File: config.mk
export PLATFORM = sky130hd
export DESIGN_NAME = sobet_window
export DESIGN_NICKNAME = d
export VERILOG_FILES = /design/src/rtl/sobel_edge_threshold_macros.svh /design/src/rtl/sobet_pkg.sv /design/src/rtl/sobet_window.sv
export SDC_FILE = /design/constraint.sdc
export NUM_CORES = 1
export LEC_CHECK = 0
export BUFFER_PORTS_ARGS = -buffer_cell sky130_fd_sc_hd__buf_4
export CAP_MARGIN = 25
export CORE_MARGIN = 10
export CORE_UTILIZATION = 51
export CTS_CLUSTER_SIZE = 25
export DETAILED_ROUTE_END_ITERATION = 8
export GPL_TIMING_DRIVEN = 0
export PLACE_DENSITY = 0.75
export SLEW_MARGIN = 20
export SYNTH_ARGS = -nofsm -noshare
export SYNTH_HDL_FRONTEND = slang
export SYNTH_SLANG_ARGS = --single-unit
File: constraint.sdc
create_clock -name clk -period 6.3 [get_ports clk]
set_input_delay 1.575 -clock clk [delete_from_list [all_inputs] [get_ports clk]]
set_output_delay 1.575 -clock clk [all_outputs]
set_load 0.02 [all_outputs]
File: src/rtl/sobel_edge_threshold_macros.svh
// Assertion macros shared by the Sobel edge magnitude RTL.
`ifndef SOBEL_EDGE_THRESHOLD_MACROS_SVH
`define SOBEL_EDGE_THRESHOLD_MACROS_SVH

// Check that cons holds in the same cycle as ante (needs clk and arst_n in scope).
`define SOBET_CHECK_NOW(lbl, ante, cons, msg) \
	lbl: assert property (@(posedge clk) disable iff (!arst_n) (ante) |-> (cons)) \
		else $error(msg);

// Check that cons holds in the cycle after ante.
`define SOBET_CHECK_NEXT(lbl, ante, cons, msg) \
	lbl: assert property (@(posedge clk) disable iff (!arst_n) (ante) |=> (cons)) \
		else $error(msg);

`endif

File: src/rtl/sobet_pkg.sv
// Shared types and constants of the Sobel edge magnitude block.
`timescale 1ns / 1ps

package sobet_pkg;

	// Configuration port
	localparam int CFG_INDEX_W = 2;
	localparam int CFG_DATA_W  = 16;

	localparam logic [CFG_INDEX_W-1:0] REG_FRAME_WIDTH    = 2'd0;
	localparam logic [CFG_INDEX_W-1:0] REG_FRAME_HEIGHT   = 2'd1;
	localparam logic [CFG_INDEX_W-1:0] REG_EDGE_THRESHOLD = 2'd2;

	// Register widths and reset values
	localparam int FW_W  = 11;
	localparam int FH_W  = 16;
	localparam int THR_W = 11;

	localparam logic [FW_W-1:0]  FRAME_WIDTH_RST    = 11'd640;
	localparam logic [FH_W-1:0]  FRAME_HEIGHT_RST   = 16'd480;
	localparam logic [THR_W-1:0] EDGE_THRESHOLD_RST = 11'd128;

	// Stream fields
	localparam int GREY_W    = 8;
	localparam int MAG_W     = 11;
	localparam int M_TDATA_W = 24;
	localparam int ROW_W     = FH_W + 1;

	localparam logic [MAG_W-1:0] MAG_MAX = 11'd2047;

	// Input command codes
	localparam logic CMD_PIXEL = 1'b0;

	// Window control for one item
	typedef struct packed {
		logic update;     // apply the new column to the window
		logic load;       // fill all three columns (first pixel of a row)
		logic grad;       // compute a gradient for this item
		logic center_sel; // right column comes from the old window
	} win_ctl_t;

endpackage

File: src/rtl/sobet_window.sv
// 3x3 pixel window, Sobel gradients and the squared-sum pipeline.
`timescale 1ns / 1ps

module sobet_window #(
	parameter int PIXEL_BITS = 8
) (
	input  logic                      clk,
	input  logic                      arst_n,
	input  sobet_pkg::win_ctl_t       ctl,
	input  logic [PIXEL_BITS-1:0]     col_top,
	input  logic [PIXEL_BITS-1:0]     col_mid,
	input  logic [PIXEL_BITS-1:0]     col_bot,
	output logic                      sum_valid,
	output logic [2*PIXEL_BITS+4:0]   sum_sq
);

	localparam int PS_W  = PIXEL_BITS + 2;
	localparam int GW    = PIXEL_BITS + 3;
	localparam int SQ_W  = 2 * PIXEL_BITS + 4;
	localparam int SUM_W = SQ_W + 1;

	// win_q[column][row]: column 0 left, row 0 top
	logic [PIXEL_BITS-1:0] win_q [0:2][0:2];

	logic [PIXEL_BITS-1:0] r_top, r_mid, r_bot;
	logic [PS_W-1:0]       sx_left, sx_right, sy_top, sy_bot;
	logic signed [GW-1:0]  gx, gy;
	logic signed [GW-1:0]  gx_s1, gy_s1;
	logic                  grad_v_s1;
	logic signed [2*GW-1:0] prod_x, prod_y;
	logic [SQ_W-1:0]       sq_x_s2, sq_y_s2;
	logic                  sq_v_s2;
	logic [SUM_W-1:0]      sum_s3;
	logic                  sum_v_s3;

	// Load at row start, otherwise shift left and append the new column
	always_ff @(posedge clk or negedge arst_n) begin
		if (!arst_n) begin
			for (int c = 0; c < 3; c++) begin
				for (int r = 0; r < 3; r++) begin
					win_q[c][r] <= '0;
				end
			end
		end else if (ctl.update) begin
			if (ctl.load) begin
				for (int c = 0; c < 3; c++) begin
					win_q[c][0] <= col_top;
					win_q[c][1] <= col_mid;
					win_q[c][2] <= col_bot;
				end
			end else begin
				for (int r = 0; r < 3; r++) begin
					win_q[0][r] <= win_q[1][r];
					win_q[1][r] <= win_q[2][r];
				end
				win_q[2][0] <= col_top;
				win_q[2][1] <= col_mid;
				win_q[2][2] <= col_bot;
			end
		end
	end

	// Left and center columns are old columns 1 and 2; right repeats the
	// center at row start and frame end, else it is the incoming column
	always_comb begin
		r_top = ctl.center_sel ? win_q[2][0] : col_top;
		r_mid = ctl.center_sel ? win_q[2][1] : col_mid;
		r_bot = ctl.center_sel ? win_q[2][2] : col_bot;

		sx_left  = PS_W'(win_q[1][0]) + {1'b0, win_q[1][1], 1'b0} + PS_W'(win_q[1][2]);
		sx_right = PS_W'(r_top) + {1'b0, r_mid, 1'b0} + PS_W'(r_bot);
		sy_top   = PS_W'(win_q[1][0]) + {1'b0, win_q[2][0], 1'b0} + PS_W'(r_top);
		sy_bot   = PS_W'(win_q[1][2]) + {1'b0, win_q[2][2], 1'b0} + PS_W'(r_bot);

		gx = $signed({1'b0, sx_left}) - $signed({1'b0, sx_right});
		gy = $signed({1'b0, sy_top}) - $signed({1'b0, sy_bot});
	end

	assign prod_x = gx_s1 * gx_s1;
	assign prod_y = gy_s1 * gy_s1;

	// Pipeline valid bits
	always_ff @(posedge clk or negedge arst_n) begin
		if (!arst_n) begin
			grad_v_s1 <= 1'b0;
			sq_v_s2   <= 1'b0;
			sum_v_s3  <= 1'b0;
		end else begin
			grad_v_s1 <= ctl.grad;
			sq_v_s2   <= grad_v_s1;
			sum_v_s3  <= sq_v_s2;
		end
	end

	// Gradient, square and sum stages
	always_ff @(posedge clk) begin
		if (ctl.grad) begin
			gx_s1 <= gx;
			gy_s1 <= gy;
		end
		if (grad_v_s1) begin
			sq_x_s2 <= prod_x[SQ_W-1:0];
			sq_y_s2 <= prod_y[SQ_W-1:0];
		end
		if (sq_v_s2) begin
			sum_s3 <= SUM_W'(sq_x_s2) + SUM_W'(sq_y_s2);
		end
	end

	assign sum_valid = sum_v_s3;
	assign sum_sq    = sum_s3;

endmodule

==> run_results.csv <==
group,metric,value,unit
status,status,"completed",
job,drv_cap,0,
floorplan,placementRows,63,
placed_design,gp_congestion,0.8801,
critical_path,endpoint_kind,"flip-flop",
route,remaining_drc_errors,0,
synthesis,ys.flop_type,"edfxtp_1",
clock_tree,cts.path.max_buffers,2,
grt,antenna_found_initial,1,
timing,maxSlewViolCount,0,
route,via_count,9814,
clock_tree,cts_tree,"done",
floorplan,die_x,193.1,um
clock_tree,clkTransAtPathRegs,60,ps
synthesis,synthArstFlopShare,38.64,%
grt,grt-ovfl-total,0,
route,ant_nets,0,
synthesis,synthDominantCellAreaShare,32.73,%
timing,setup_viol,0,
synthesis,syn_nets,1838,
timing,rsz0062_at_grt,"no",
route,viasPerCell,5.160,
floorplan,dieArea,37310,um^2
clock_tree,numCtsBuffers,17,
floorplan,pin_count,52,
synthesis,ys_warn_count,0,
synthesis,ys_ff_latch,132,
clock_tree,cts-htree-levels,4,
layout,drive_gt1_share,7.942,%
critical_path,worstSetupStartpointType,"flip-flop",
route,first_pass_iters,5,
synthesis,synth_edf_count,81,
timing,layout_setup_ws,302.9,ps
placed_design,hpwl,24790,um
critical_path,crit_top_cell,"fa_1",
timing,max_freq,0.1667,GHz
timing,slew_headroom,42.87,%
synthesis,syn_area,15290,um^2
timing,worst_slew_pin_slew,856.9,ps
timing,fin_crit_sh,95.19,%
floorplan,core-area,29640,um^2
clock_tree,postCtsHoldBufs,0,
grt,grt_max_degree,52,
critical_path,arrival,6180,ps
synthesis,postSynthCellCount,1431,
grt,grt_pass1_vias,10942,
grt,grt_pass1_wl,52110,um
floorplan,die_h,193.1,um
critical_path,cp_cell_sequence,"clkbuf_1 > nand2_1 > fa_1 > inv_1 > fa_1 > fa_1 > fa_1 > inv_1 > fa_1 > inv_1 > ha_1 > and3_1 > and3_1 > a21oi_1 > a21bo_1 > o21ai_2 > mux2i_1 > a2111oi_1",
placed_design,numPortBuffers,48,
floorplan,initial_core_util,51.59,%
route,routed_wl,30170,um
clock_tree,cts_root_buf,"clkbuf_16",
grt,track_usage,17.53,%
layout,syn2layout_area_growth,9.305,%
timing,hold_viol_final,0,
timing,period_minus_slack,5997,ps
clock_tree,clk_latency,430,ps
min_path,hold_class,"reg -> reg",
synthesis,synth_top_cell_by_area,"fa_1",
synthesis,ys_seq_area_share,24.26,%
critical_path,crit_slowest_cell,"fa_1",
synthesis,yosysUniqueCellTypes,48,
critical_path,required,6480,ps
timing,tns,0,ps
route,drtIter0Drc,510,
layout,layout.nets,1905,
critical_path,crit_fanout,10,
synthesis,synth_area_leaders,"fa_1, edfxtp_1, ha_1",
critical_path,cpPeakStageDelay,590,ps
route,wl_per_cell,15.86,um
timing,skew,10.18,ps
clock_tree,clock_sinks,132,
layout,final_cell_mix,"inv_1, fa_1, ha_1",
critical_path,worstSetupPathType,"reg -> reg",
layout,layout_commonest_cell,"inv_1",
placed_design,post-place-ws,-162.1,ps
synthesis,synth_area_per_cell,10.68,um^2
==> final cells by class <==
cell class / instances / area [um^2]
Buffer: 35 / 141.4
Fill cell: 2510 / 12930
Tap cell: 390 / 488.0
Clock buffer: 18 / 429.2
Inverter: 346 / 1299
Antenna cell: 1 / 2.502
Multi-Input combinational cell: 918 / 10140
Timing Repair Buffer: 48 / 360.3
Sequential cell: 132 / 3710
Clock inverter: 14 / 138.9
==> synth_stat cells, drive strengths merged, types with 4 or more instances <==
cell	n
a211oi	6
clkbuf	31
nor2	62
buf	4
nor2b	23
fa	250
nand2b	5
dfrtp	51
edfxtp	81
nand2	67
mux2i	38
o21bai	9
a21oi	72
nor3	8
and3	7
ha	127
inv	346
o21ai	21
o21a	8
xnor2	67
and2	51
xor2	18
or3	5
mux2	30
a21o	18
==> path summary, 6_finish.rpt <==
check / slack (ps) / depth (start not counted) / start / endpoint
worst max-delay path: 300 / 18 / gy_s1[10] / sq_y_s2[19]
worst min-delay path: 530 / 1 / win_q[12] / win_q[12]
worst max register to register: 300 / 18 / gy_s1[10] / sq_y_s2[19]
worst min register to register: 530 / 1 / win_q[12] / win_q[12]
max in group asynchronous: 4570 / 1 / arst_n / grad_v_s1
min in group asynchronous: 1190 / 1 / arst_n / win_q[7]
==> per-stage QoR <==
step	instance area (um^2)	utilization (%)	std cells	hold WS [ps]
after floorplan	15290	-	1431	477.8
after global placement	16140	54.45	1869	510.2
after detailed placement	16140	54.45	1869	516.4
after CTS	16710	56.37	1901	529.1
after global routing	16710	56.39	1902	547.9
final	16710	56.39	1902	531.2
==> worst max-delay path, delay by kind of cell, from the launching register on <==
family / cells / cell delay (ps)
AOI/OAI and AO/OA: 4 / 1040
muxes: 1 / 90
DFF: 1 / 570
buffers and inverters: 4 / 510
adders and majority gates: 6 / 2880
and+or+nand+nor: 3 / 650
==> sequential cells by signal, indices dropped and copies added, names as in the netlist <==
register   count
sq_y_s2       19
sq_v_s2        1
sum_valid      1
gy_s1         11
win_q         48
gx_s1         11
grad_v_s1      1
sq_x_s2       19
sum_sq        21
==> cell families (layout without fill, tap and decap cells) <==
kind of cell	Yosys count	after routing	share of synthesized area, %
AOI/OAI and AO/OA	151	151	6.056
xor gates and xnor gates	85	85	4.918
adders and majority gates	377	377	43.13
buffers and inverters	381	461	9.403
DFF	132	132	24.26
muxes	68	68	4.697
other	0	1	0
and+or+nand+nor	237	237	7.545
==> layer usage <==
layer  global-route usage [%]  share of wire [%]
met5                        0                  0
met4                    4.408                1.6
met3                    2.626                4.7
met2                    31.09                 51
met1                    22.00                 43
==> timing repair <==
item                                    4_1_cts  5_1_grt
endpoints found under the setup margin        0        4
setup buffers                                 0        0
resized for setup                             0        4
Power is not shown: default switching activity piles up to over one toggle a cycle in this logic, so the estimate is an artifact.
