`src/rtl/sobel_edge_threshold_macros.svh`:
```
// Assertion macros shared by the Sobel edge magnitude RTL.
`ifndef SOBEL_EDGE_THRESHOLD_MACROS_SVH
`define SOBEL_EDGE_THRESHOLD_MACROS_SVH

// Check that cons holds in the same cycle as ante (needs clk and arst_n in scope).
`define SOBET_CHECK_NOW(lbl, ante, cons, msg) \
	lbl: assert property (@(posedge clk) disable iff (!arst_n) (ante) |-> (cons)) \
		else $error(msg);

// Check that cons holds in the cycle after ante.
`define SOBET_CHECK_NEXT(lbl, ante, cons, msg) \
	lbl: assert property (@(posedge clk) disable iff (!arst_n) (ante) |=> (cons)) \
		else $error(msg);

`endif

```
`src/rtl/sobet_isqrt.sv`:
```
// Bit-serial integer square root, one root bit per cycle.
`timescale 1ns / 1ps
`include "sobel_edge_threshold_macros.svh"

module sobet_isqrt #(
	parameter int ROOT_W = 11
) (
	input  logic                  clk,
	input  logic                  arst_n,
	input  logic                  start,
	input  logic [2*ROOT_W-1:0]   value,
	output logic                  done,
	output logic [ROOT_W-1:0]     root
);

	localparam int CNT_W = $clog2(ROOT_W);
	localparam int REM_W = ROOT_W + 2;

	logic                busy_q, done_q;
	logic [CNT_W-1:0]    cnt_q;
	logic [2*ROOT_W-1:0] val_q;
	logic [REM_W-1:0]    rem_q;
	logic [ROOT_W-1:0]   root_q;

	logic [REM_W-1:0]    rem_sh, trial, rem_nx;
	logic                fits;
	logic [ROOT_W-1:0]   root_nx;

	// Bring down two bits and try the next root bit
	always_comb begin
		rem_sh  = {rem_q[ROOT_W-1:0], val_q[2*ROOT_W-1 -: 2]};
		trial   = {root_q, 2'b01};
		fits    = rem_sh >= trial;
		rem_nx  = fits ? (rem_sh - trial) : rem_sh;
		root_nx = {root_q[ROOT_W-2:0], fits};
	end

	// Sequence control
	always_ff @(posedge clk or negedge arst_n) begin
		if (!arst_n) begin
			busy_q <= 1'b0;
			done_q <= 1'b0;
			cnt_q  <= '0;
		end else begin
			done_q <= 1'b0;
			if (start) begin
				busy_q <= 1'b1;
				cnt_q  <= CNT_W'(ROOT_W - 1);
			end else if (busy_q) begin
				if (cnt_q == '0) begin
					busy_q <= 1'b0;
					done_q <= 1'b1;
				end else begin
					cnt_q <= cnt_q - 1'b1;
				end
			end
		end
	end

	// Operand, remainder and partial root
	always_ff @(posedge clk) begin
		if (start) begin
			val_q  <= value;
			rem_q  <= '0;
			root_q <= '0;
		end else if (busy_q) begin
			val_q  <= val_q << 2;
			rem_q  <= rem_nx;
			root_q <= root_nx;
		end
	end

	assign done = done_q;
	assign root = root_q;

	`SOBET_CHECK_NOW(a_start_idle, start, !busy_q, "square root restarted while busy")

endmodule

```
`config.mk`:
```
export PLATFORM = sky130hd
export DESIGN_NAME = sobet_isqrt
export DESIGN_NICKNAME = d
export VERILOG_FILES = /design/src/rtl/sobet_isqrt.sv
export VERILOG_INCLUDE_DIRS = /design/src /design/src/rtl
export SDC_FILE = /design/constraint.sdc
export NUM_CORES = 1
export LEC_CHECK = 0
export ABC_AREA = 1
export ABC_CLOCK_PERIOD_IN_PS = 4600
export BUFFER_PORTS_ARGS = -buffer_cell sky130_fd_sc_hd__clkbuf_2
export CAP_MARGIN = 40
export CORE_MARGIN = 4
export CORE_UTILIZATION = 55
export DETAILED_ROUTE_END_ITERATION = 16
export PLACE_DENSITY = 0.88
export SLEW_MARGIN = 25
export SYNTH_ARGS = -nofsm -noshare
export SYNTH_HDL_FRONTEND = slang
export SYNTH_SLANG_ARGS = --single-unit
```
`constraint.sdc`:
```
create_clock -name clk -period 4.6 [get_ports clk]
set_input_delay 0.92 -clock clk [delete_from_list [all_inputs] [get_ports clk]]
set_output_delay 0.92 -clock clk [all_outputs]
set_load 0.02 [all_outputs]
```
==> results of run 1 <==
[per-layer routing]
layer  share of wire [%]  track usage [%]  wire [µm]  vias up
met1                  44             23.2       2450     1024
met5                   0                0          0        -
met4                 1.6             5.77         88        0
met2                  49             34.5       2740       61
li1                    -                -          -     1176
met3                 5.0             3.56        277       10
[power by group]
| part | leakage [nW] | switching [W] | internal (W) |
|---|---|---|---|
| clock network | 0.0524 | 0.000137 | 0.000163 |
| registers | 0.492 | 0.0000497 | 0.000545 |
| logic | 1.04 | 0.000577 | 0.000337 |
| total | 1.58 | 0.000764 | 0.00104 |
[metrics by stage]
stage	hold WS [ps]	instance area, µm²	power [W]	util (%)	setup WS (ps)
detailed placement	478	2930	0.00150	61.5	2040
finish	429	3030	0.00181	63.8	2380
global placement	479	2930	0.00148	61.5	2120
floorplan	430	2700	0.00134	-	2090
CTS	423	3030	0.00181	63.8	2370
global route	427	3030	0.00196	63.8	2190
[final timing paths]
| kind | from | to | slack, ps | cells after the start |
|---|---|---|---|---|
| setup / recovery | start | cnt_q[3] | 2380 | 7 |
| hold / removal | arst_n | cnt_q[0] | 430 | 1 |
| setup reg to reg | root[5] | rem_q[10] | 2600 | 11 |
| hold reg to reg | rem_q[2] | rem_q[2] | 490 | 2 |
| max in group asynchronous | arst_n | cnt_q[3] | 4020 | 1 |
| min in group clk | rem_q[2] | rem_q[2] | 490 | 2 |
[state kept, by name (all words and copies together) (netlist names)]
register  count
done          1
busy_q        1
rem_q        11
cnt_q         4
val_q        22
root         11
[cell families after synthesis]
kind of cell,Yosys count,share of synthesized area (%)
adders and majority gates,15,6.94
and+or+nand+nor,182,29.0
buffers and inverters,59,8.93
AOI/OAI and AO/OA,34,7.54
DFF,50,46.3
xor gates and xnor gates,4,1.30
[worst reg2reg max path, stage by stage (launching register included)]
cell     delay, ps
dfxtp_1        350
inv_1           80
ha_1           360
nand2_1        150
nor2_1          70
nand3_1         90
nand2_1         80
nor2_4         150
nand2_4        140
or2_2          300
nand3_1         70
nand2_1         60
[cell usage in the layout (no fill, tap or decap), drive strengths merged]
master / n
a21o: 2
a21oi: 9
a31oi: 1
a32oi: 1
and2: 1
buf: 1
bufinv: 1
clkbuf: 43
clkinv: 1
dfrtp: 6
dfxtp: 22
edfxtp: 22
ha: 15
inv: 50
nand2: 133
nand3: 21
nand4: 6
nor2: 19
nor4: 1
o211ai: 3
o21ai: 8
o22ai: 10
or2: 1
xnor2: 4
[cell type report]
type	instances	share of cell area, %
repair buffers	37	6.19
well taps	67	2.77
multi-input cells	235	40.0
flip-flops and latches	50	41.3
inverters	51	6.31
clock inverters	1	0.991
clock buffers	7	2.52
==> impl_metrics.tcl, run 1 <==
set metrics [dict create \
    start_util_pct 56.9 \
    irDropWorstVdd_mv 0.303 \
    grt_overflow_total 0 \
    synth_commonest_cells "131 x nand2_1, 45 x inv_1, 22 x dfxtp_1, 22 x edfxtp_1, 17 x nand3_1" \
    syn-instance-count 344 \
    die_h_um 78.1 \
    cts_resized 0 \
    worstSetupStartpointType "input pin" \
    wl_um 5560 \
    leakage_nw 1.58 \
    vias 2271 \
    cp-end-kind "flop" \
    period_share_pct 48.2 \
    fillers 421 \
    cts_hold_buf 0 \
    synth_edf_count 22 \
    tightest_slew_ps 545 \
    rows 25 \
    cts_sinks 50 \
    place.port_buffers 36 \
    path_cells "clkbuf_2, inv_2, nand4_1, nand2_1, nor4_1, a21oi_1, o21ai_0" \
    seq_area_mm2 0.00125 \
    drive_gt1_share_pct 15.7 \
    ant_nets 0 \
    ys_seq_area_share_pct 46.3 \
    root_buffer "clkbuf_8" \
    drt_iter0_drc 178 \
    synth_top_flop_cell "edfxtp_1" \
    synthesis.nets 384 \
    area_delta_synth_final_pct 12.1 \
    first_pass_iters 4 \
    grt_pass1_vias 2151 \
    postCtsSetupRepairBufs 0 \
    globalplace.congestion 0.931 \
    synth_most_common_cell "nand2_1" \
    yosysWarningCount 0 \
    relSlewSlack_pct 63.7 \
    hold_viol_final 0 \
    wl_per_cell_um 12.4 \
    status "complete, no violations" \
    slew_viol_final 0 \
    syn_area_per_cell_um2 7.86 \
    multi_input_comb_area_mm2 0.00121 \
    ioPinCount 37 \
    dieArea_mm2 0.00610 \
    cts_inserted_buffers 5 \
    worstSetupPathType "in2reg" \
    finalCriticalPeriod_ps 2220 \
    cap_viol_max_count 0 \
    tritoncts "done" \
    via_per_inst 5.07 \
    crit_fanout 28 \
    crit_buf_inv 2 \
    ys_ff_latch 50 \
    synthArstFlopShare_pct 12.0 \
    max_freq_ghz 0.451 \
    ys_top_cells_by_area "edfxtp_1 24%, nand2_1 18%, dfxtp_1 16%" \
    core_mm2 0.00475 \
    fin_skew_ps 5.76 \
    clock_latency_ps 300 \
    grt_max_degree 29 \
    nets 420 \
    h-tree-depth 2 \
    crit_slowest_cell "clkbuf_2" \
    critPathTopFamily "buffers and inverters" \
    antenna_found_initial 0 \
    dpl.cell_count 440 \
    critPathMaxStageDelay_ps 430 \
    num_antenna_cells 0 \
    drc_errors 0 \
    fin_setup_tns_ps 0 \
    clkTransAtPathRegs_ps 80 \
    rsz0062_at_grt "no" \
    track_usage_pct 19.2 \
    cp.required_ps 4820 \
    clock_path_buffers 2 \
    pwr_density_cell_mw_per_mm2 597 \
    stdcell_count 448 \
    finalSetupViolCount 0 \
    die_w_um 78.1 \
    min-delay-path-class "in2async" \
    cp_data_arrival_time_ps 2440 \
    netlist.area_leader.share_pct 24.4 \
    dp_hpwl_um 4290 \
    grt_pass1_wl_um 9320 \
    yosysTopAreaCell "edfxtp_1" \
    synth_area_mm2 0.00270 \
    synth_cell_types 35 \
]
(Power assumes the default switching activity.)
==> run 2, diff against run 1 <==
Settings changed: ABC_CLOCK_PERIOD_IN_PS 4600 to 2180.
Clock period 4.6 ns to 2.18 ns, I/O delays scaled along.
==> run 2 against run 1 <==
Compared with the run above: routed wire length grew 0.88%; total power grew 110%; clock skew grew 5.8 ps; sequential power grew 110%; setup slack lost 2200 ps; clock power grew 120%; worst hold slack lost 36 ps; non-clock buffer count grew 5; cell count grew 1.1%; critical endpoint is now rem_q[0].
==> impl_metrics.tcl, run 2 (synthesized netlist as in run 1, its figures left out) <==
set metrics [dict create \
    regMostFlops "val_q" \
    wl_per_cell_um 12.4 \
    grt_overflow_total 0 \
    finalSetupViolCount 0 \
    rows 25 \
    slew_viol_final 0 \
    die_h_um 78.1 \
    worstSetupPathType "reg2reg" \
    status "complete, no violations" \
    drt_iter0_drc 156 \
    via_per_inst 5.08 \
    antenna_found_initial 0 \
    irDropWorstVdd_mv 0.560 \
    fin_setup_tns_ps 0 \
    area_delta_synth_final_pct 13.7 \
    rsz0062_at_grt "no" \
    worstSetupStartpoint "root[6]" \
    ant_nets 0 \
    first_pass_iters 4 \
    grt_pass1_wl_um 9490 \
    seq_area_mm2 0.00125 \
    r2r-start "root[6]" \
    cts_sinks 50 \
    clock_path_buffers 2 \
    die_w_um 78.1 \
    largest_reg_flops 22 \
    start_util_pct 56.9 \
    cp_data_arrival_time_ps 2230 \
    tritoncts "done" \
    num_antenna_cells 0 \
    drive_gt1_share_pct 17.1 \
    fin_area_mm2 0.00307 \
    track_usage_pct 19.5 \
    grt_pass1_vias 2194 \
    max_freq_ghz 0.494 \
    dieArea_mm2 0.00610 \
    multi_input_comb_area_mm2 0.00121 \
    fillers 418 \
    clkTransAtPathRegs_ps 100 \
    grt_max_degree 26 \
    postCtsSetupRepairBufs 0 \
    place.port_buffers 36 \
    ioPinCount 37 \
    cts_resized 0 \
    wl_um 5610 \
    hold_viol_final 0 \
    cap_viol_max_count 0 \
    core_mm2 0.00475 \
    vias 2299 \
    cts_inserted_buffers 5 \
    finalCriticalPeriod_ps 2020 \
    root_buffer "clkbuf_8" \
    period_share_pct 92.8 \
    tightest_slew_ps 378 \
    globalplace.congestion 0.902 \
    leakage_nw 1.61 \
    min-delay-path-class "in2reg" \
    dp_hpwl_um 4250 \
    crit_fanout 14 \
    relSlewSlack_pct 74.8 \
    nets 425 \
    h-tree-depth 2 \
    clock_latency_ps 310 \
    cp.required_ps 2380 \
    pwr_density_cell_mw_per_mm2 1250 \
    cp-end-kind "flop" \
    worstSetupStartpointType "flop" \
    dpl_cell_area_mm2 0.00296 \
    layout_common_cells "131 x nand2_1, 45 x inv_1, 36 x clkbuf_2" \
    final_common_cell "nand2_1" \
    drc_errors 0 \
    fin_skew_ps 11.6 \
    hp-start "value[1]" \
]
[run 2: cell count changes in the layout (fill, tap and decap cells not counted)]
cell,delta
buf_4,+4
clkinvlp_2,+1
clkinv_2,+1
clkbuf_1,-2
dlygate4sd3_1,+1
[run 2: cell type report]
type                            instances  area share [%]
Clock buffer                            5            2.24
Timing Repair Buffer                   42            7.41
Sequential cell                        50            40.7
Multi-Input combinational cell        235            39.4
Inverter                               51            6.23
Clock inverter                          3            1.30
Tap cell                               67            2.73
[run 2: per-stage QoR]
step / worst slack [ps] / hold WS, ps / power [W] / util (%) / std cells
after floorplan: 149 / 140 / 0.00284 / - / 344
after CTS: 202 / 389 / 0.00382 / 64.7 / 453
final: 156 / 393 / 0.00383 / 64.7 / 453
after global routing: 47.1 / 394 / 0.00416 / 64.7 / 453
after detailed placement: 222 / 268 / 0.00316 / 62.2 / 444
after global placement: 328 / 266 / 0.00310 / 62.2 / 444
[run 2: worst paths after layout]
kind | to | slack (ps) | depth (start not counted)
max | rem_q[0] | 160 | 10
min | val_q[1] | 390 | 3
max reg2reg | rem_q[0] | 160 | 10
min reg2reg | rem_q[10] | 490 | 2
max in group asynchronous | cnt_q[1] | 1540 | 2
min in group asynchronous | done | 480 | 2
[run 2: metal layers]
layer / track usage [%] / vias up / part of all wire (%)
met4: 8.74 / 0 / 2.1
li1: - / 1188 / -
met3: 3.21 / 12 / 6.6
met1: 23.9 / 1025 / 42
met2: 33.5 / 74 / 49
met5: 0 / - / 0
[run 2: critical path: stages, from the launching register on]
cell and delay, ps:
dfxtp_1 350, inv_1 80, ha_1 360, a21oi_1 270, a21oi_2 120, nor2_4 170, nand2_4 130, inv_1 160
nand2_1 100, nor2_1 100, nor2_1 50
[run 2: where the power goes]
group	total (W)	switching [W]	internal (W)
sequential	0.00126	0.000109	0.00115
clock	0.000647	0.000310	0.000337
combinational	0.00193	0.00121	0.000719
[run 2: what timing repair did]
item / in CTS / in global routing
endpoints found under the setup margin: 0 / 0
hold endpoints to repair: 6 / 0
hold buffers: 1 / 0
==> run 3, diff against run 2 <==
Settings changed: ABC_AREA 1 to not set, ABC_CLOCK_PERIOD_IN_PS 2180 to not set.
==> run 3 against run 2 <==
Compared with the run above: the run now ends with negative setup slack left; clock power down 15%; clock skew up 0.59 ps; first-iteration DRC count down 4.5%; clock-buffer cell count unchanged; flip-flop and latch count unchanged; critical endpoint is now rem_q[2].
==> impl_metrics.tcl, run 3 <==
set metrics [dict create \
    drc_errors 0 \
    cp.required_ps 2410 \
    status "finished with violations" \
    ys_seq_area_share_pct 47.1 \
    cp_data_arrival_time_ps 2410 \
    irDropWorstVdd_mv 0.688 \
    r2r-start "root[0]" \
    clock_path_buffers 2 \
    dp_hpwl_um 3860 \
    h-tree-depth 2 \
    crit_buf_inv 1 \
    path_cells "inv_1, ha_4, o211ai_1, o21ai_2, a311oi_4, and2_2, nand2_1, a311oi_2" \
    relSlewSlack_pct 67.0 \
    final_common_cell "clkbuf_2" \
    synthArstFlopShare_pct 12.0 \
    tritoncts "done" \
    wl_per_cell_um 16.2 \
    synth_most_common_cell "nor2_1" \
    critPathTopFamily "compound AO/OA/AOI/OAI gates" \
    cp.depth 8 \
    synth_area_mm2 0.00266 \
    synth_cell_types 48 \
    grt_pass1_wl_um 8970 \
    slew_viol_final 0 \
    synth_top_flop_cell "edfxtp_1" \
    max_freq_ghz 0.459 \
    cp-end-kind "flop" \
    clkTransAtPathRegs_ps 100 \
    reg2reg_to "rem_q[2]" \
    rrSetupSlack_ps -0.4 \
    ys_ff_latch 50 \
    tightest_slew_ps 495 \
    critPathMaxStageDelay_ps 390 \
    via_per_inst 5.69 \
    period_share_pct 100 \
    worstSetupPathType "reg2reg" \
    grt_overflow_total 0 \
    yosysTopAreaCell "edfxtp_1" \
    netlist.area_leader.share_pct 24.9 \
    fillers 357 \
    core_mm2 0.00469 \
    synthesis.nets 291 \
    wl_um 5940 \
    drive_gt1_share_pct 37.8 \
    synth_commonest_cells "30 x nor2_1, 22 x dfxtp_1, 22 x edfxtp_1, 20 x mux2_2, 20 x nand2_1" \
    root_buffer "clkbuf_8" \
    area_delta_synth_final_pct 22.9 \
    cts_inserted_buffers 5 \
    grt_max_degree 32 \
    worstSetupStartpoint "root[0]" \
    num_antenna_cells 0 \
    dpl_cell_area_mm2 0.00298 \
    clock_latency_ps 310 \
    leakage_nw 1.43 \
    reg2reg_depth 8 \
    finalSetupViolCount 1 \
    rows 25 \
    largest_reg_flops 22 \
    ys_top_cells_by_area "edfxtp_1 25%, dfxtp_1 17%, mux2_2 8.5%" \
    min-delay-path-class "in2reg" \
    finalCriticalPeriod_ps 2180 \
    hold_viol_final 0 \
    vias 2084 \
    syn_area_per_cell_um2 10.6 \
    fin_skew_ps 12.2 \
    die_w_um 77.5 \
    worstSetupStartpointType "flop" \
    start_util_pct 56.6 \
    place.port_buffers 36 \
    pwr_density_cell_mw_per_mm2 1340 \
    antenna_found_initial 0 \
    grt_pass1_vias 1992 \
    crit_fanout 5 \
    fin_setup_tns_ps -0.366 \
    crit_slowest_cell "a311oi_4" \
    syn-instance-count 251 \
    dieArea_mm2 0.00600 \
    regMostFlops "val_q" \
    synth_edf_count 22 \
    track_usage_pct 18.8 \
    first_pass_iters 4 \
    yosysWarningCount 0 \
    rsz0062_at_grt "yes" \
    nets 351 \
    ant_nets 0 \
    layout_common_cells "36 x clkbuf_2, 30 x nor2_1, 26 x buf_4" \
    violations "negative setup slack" \
    die_h_um 77.5 \
    critPathCapture "rem_q[2]" \
    ioPinCount 37 \
    globalplace.congestion 0.964 \
    fin_area_mm2 0.00326 \
    drt_iter0_drc 149 \
    cap_viol_max_count 0 \
    fin_ws_ps -0.366 \
    cts_sinks 50 \
]
==> run 3: cell count changes in the layout (fill, tap and decap cells not counted), moves of 10 or more <==
| cell | delta |
|---|---|
| buf_4 | +21 |
| inv_1 | -29 |
| mux2_2 | +20 |
| mux2i_1 | +10 |
| nand2_1 | -114 |
| nand3_1 | -16 |
| nor2_1 | +15 |
| o22ai_1 | -10 |
==> run 3: layout make-up <==
class / count / area, µm² / area share (%)
well taps: 54 / 67.6 / 2.07
multi-input cells: 175 / 1410 / 43.1
inverters: 16 / 60.1 / 1.84
repair buffers: 63 / 385 / 11.8
flip-flops and latches: 50 / 1250 / 38.4
clock buffers: 5 / 68.8 / 2.11
clock inverters: 3 / 20.0 / 0.613
==> run 3: timing repair <==
item,in CTS,in global routing
gates resized for setup,3,19
gates cloned,0,2
pin swaps,1,10
hold endpoints to repair,6,0
buffers inserted,1,8
setup endpoints to repair,9,10
hold buffers,1,0
==> run 3: worst min path at each step <==
stage | end | slack, ps | startpoint | cells after the start
2_1_floorplan | busy_q | 140 | arst_n | 0
3_3_place_gp | cnt_q[2] | 260 | arst_n | 1
3_5_place_dp | cnt_q[3] | 270 | arst_n | 1
4_1_cts | val_q[1] | 400 | value[1] | 2
5_1_grt | val_q[1] | 410 | value[1] | 2
6_report | val_q[1] | 410 | value[1] | 2
==> run 3: cells by family (layout without fill, tap and decap cells) <==
family | Yosys count | count (layout) | share of synthesized area, %
AO/OA/AOI/OAI | 41 | 41 | 12.0
XOR/XNOR | 10 | 10 | 3.30
adder cells (fa/ha/maj) | 15 | 15 | 7.07
buffers and inverters | 28 | 87 | 4.15
flip-flops | 50 | 50 | 47.1
multiplexers | 30 | 30 | 12.3
AND/OR/NAND/NOR | 77 | 79 | 14.1
==> run 3: power breakdown <==
group	leakage, nW	total (W)	internal, W	switching [W]
registers	0.486	0.00134	0.00119	0.000146
logic	0.901	0.00248	0.00121	0.00128
clock network	0.0422	0.000552	0.000227	0.000326
==> run 3: metal layers <==
layer | global-route usage, % | vias up | wire length [µm]
met5 | 0 | - | 0
met4 | 8.19 | 0 | 138
met3 | 5.34 | 15 | 320
met2 | 31.4 | 65 | 3030
met1 | 22.4 | 989 | 2450
li1 | - | 1015 | -
==> run 3: worst register-to-register path, delay by kind of cell, from the launching register on <==
kind	cells	cell delay (ps)
flops	1	340
simple gates	2	400
buf+inv	1	70
compound gates	4	1060
fa+ha+maj	1	250
==> run 3: through the flow <==
step / setup WS, ps / utilization [%] / power (W) / instances / hold WS (ps)
2_1_floorplan: 49.8 / - / 0.00276 / 251 / 140
5_1_grt: -91.1 / 69.5 / 0.00467 / 366 / 410
3_3_place_gp: 41.4 / 63.5 / 0.00318 / 346 / 264
6_report: -0.366 / 69.5 / 0.00437 / 366 / 409
4_1_cts: 13.6 / 65.9 / 0.00387 / 356 / 397
3_5_place_dp: -104 / 63.5 / 0.00324 / 346 / 270
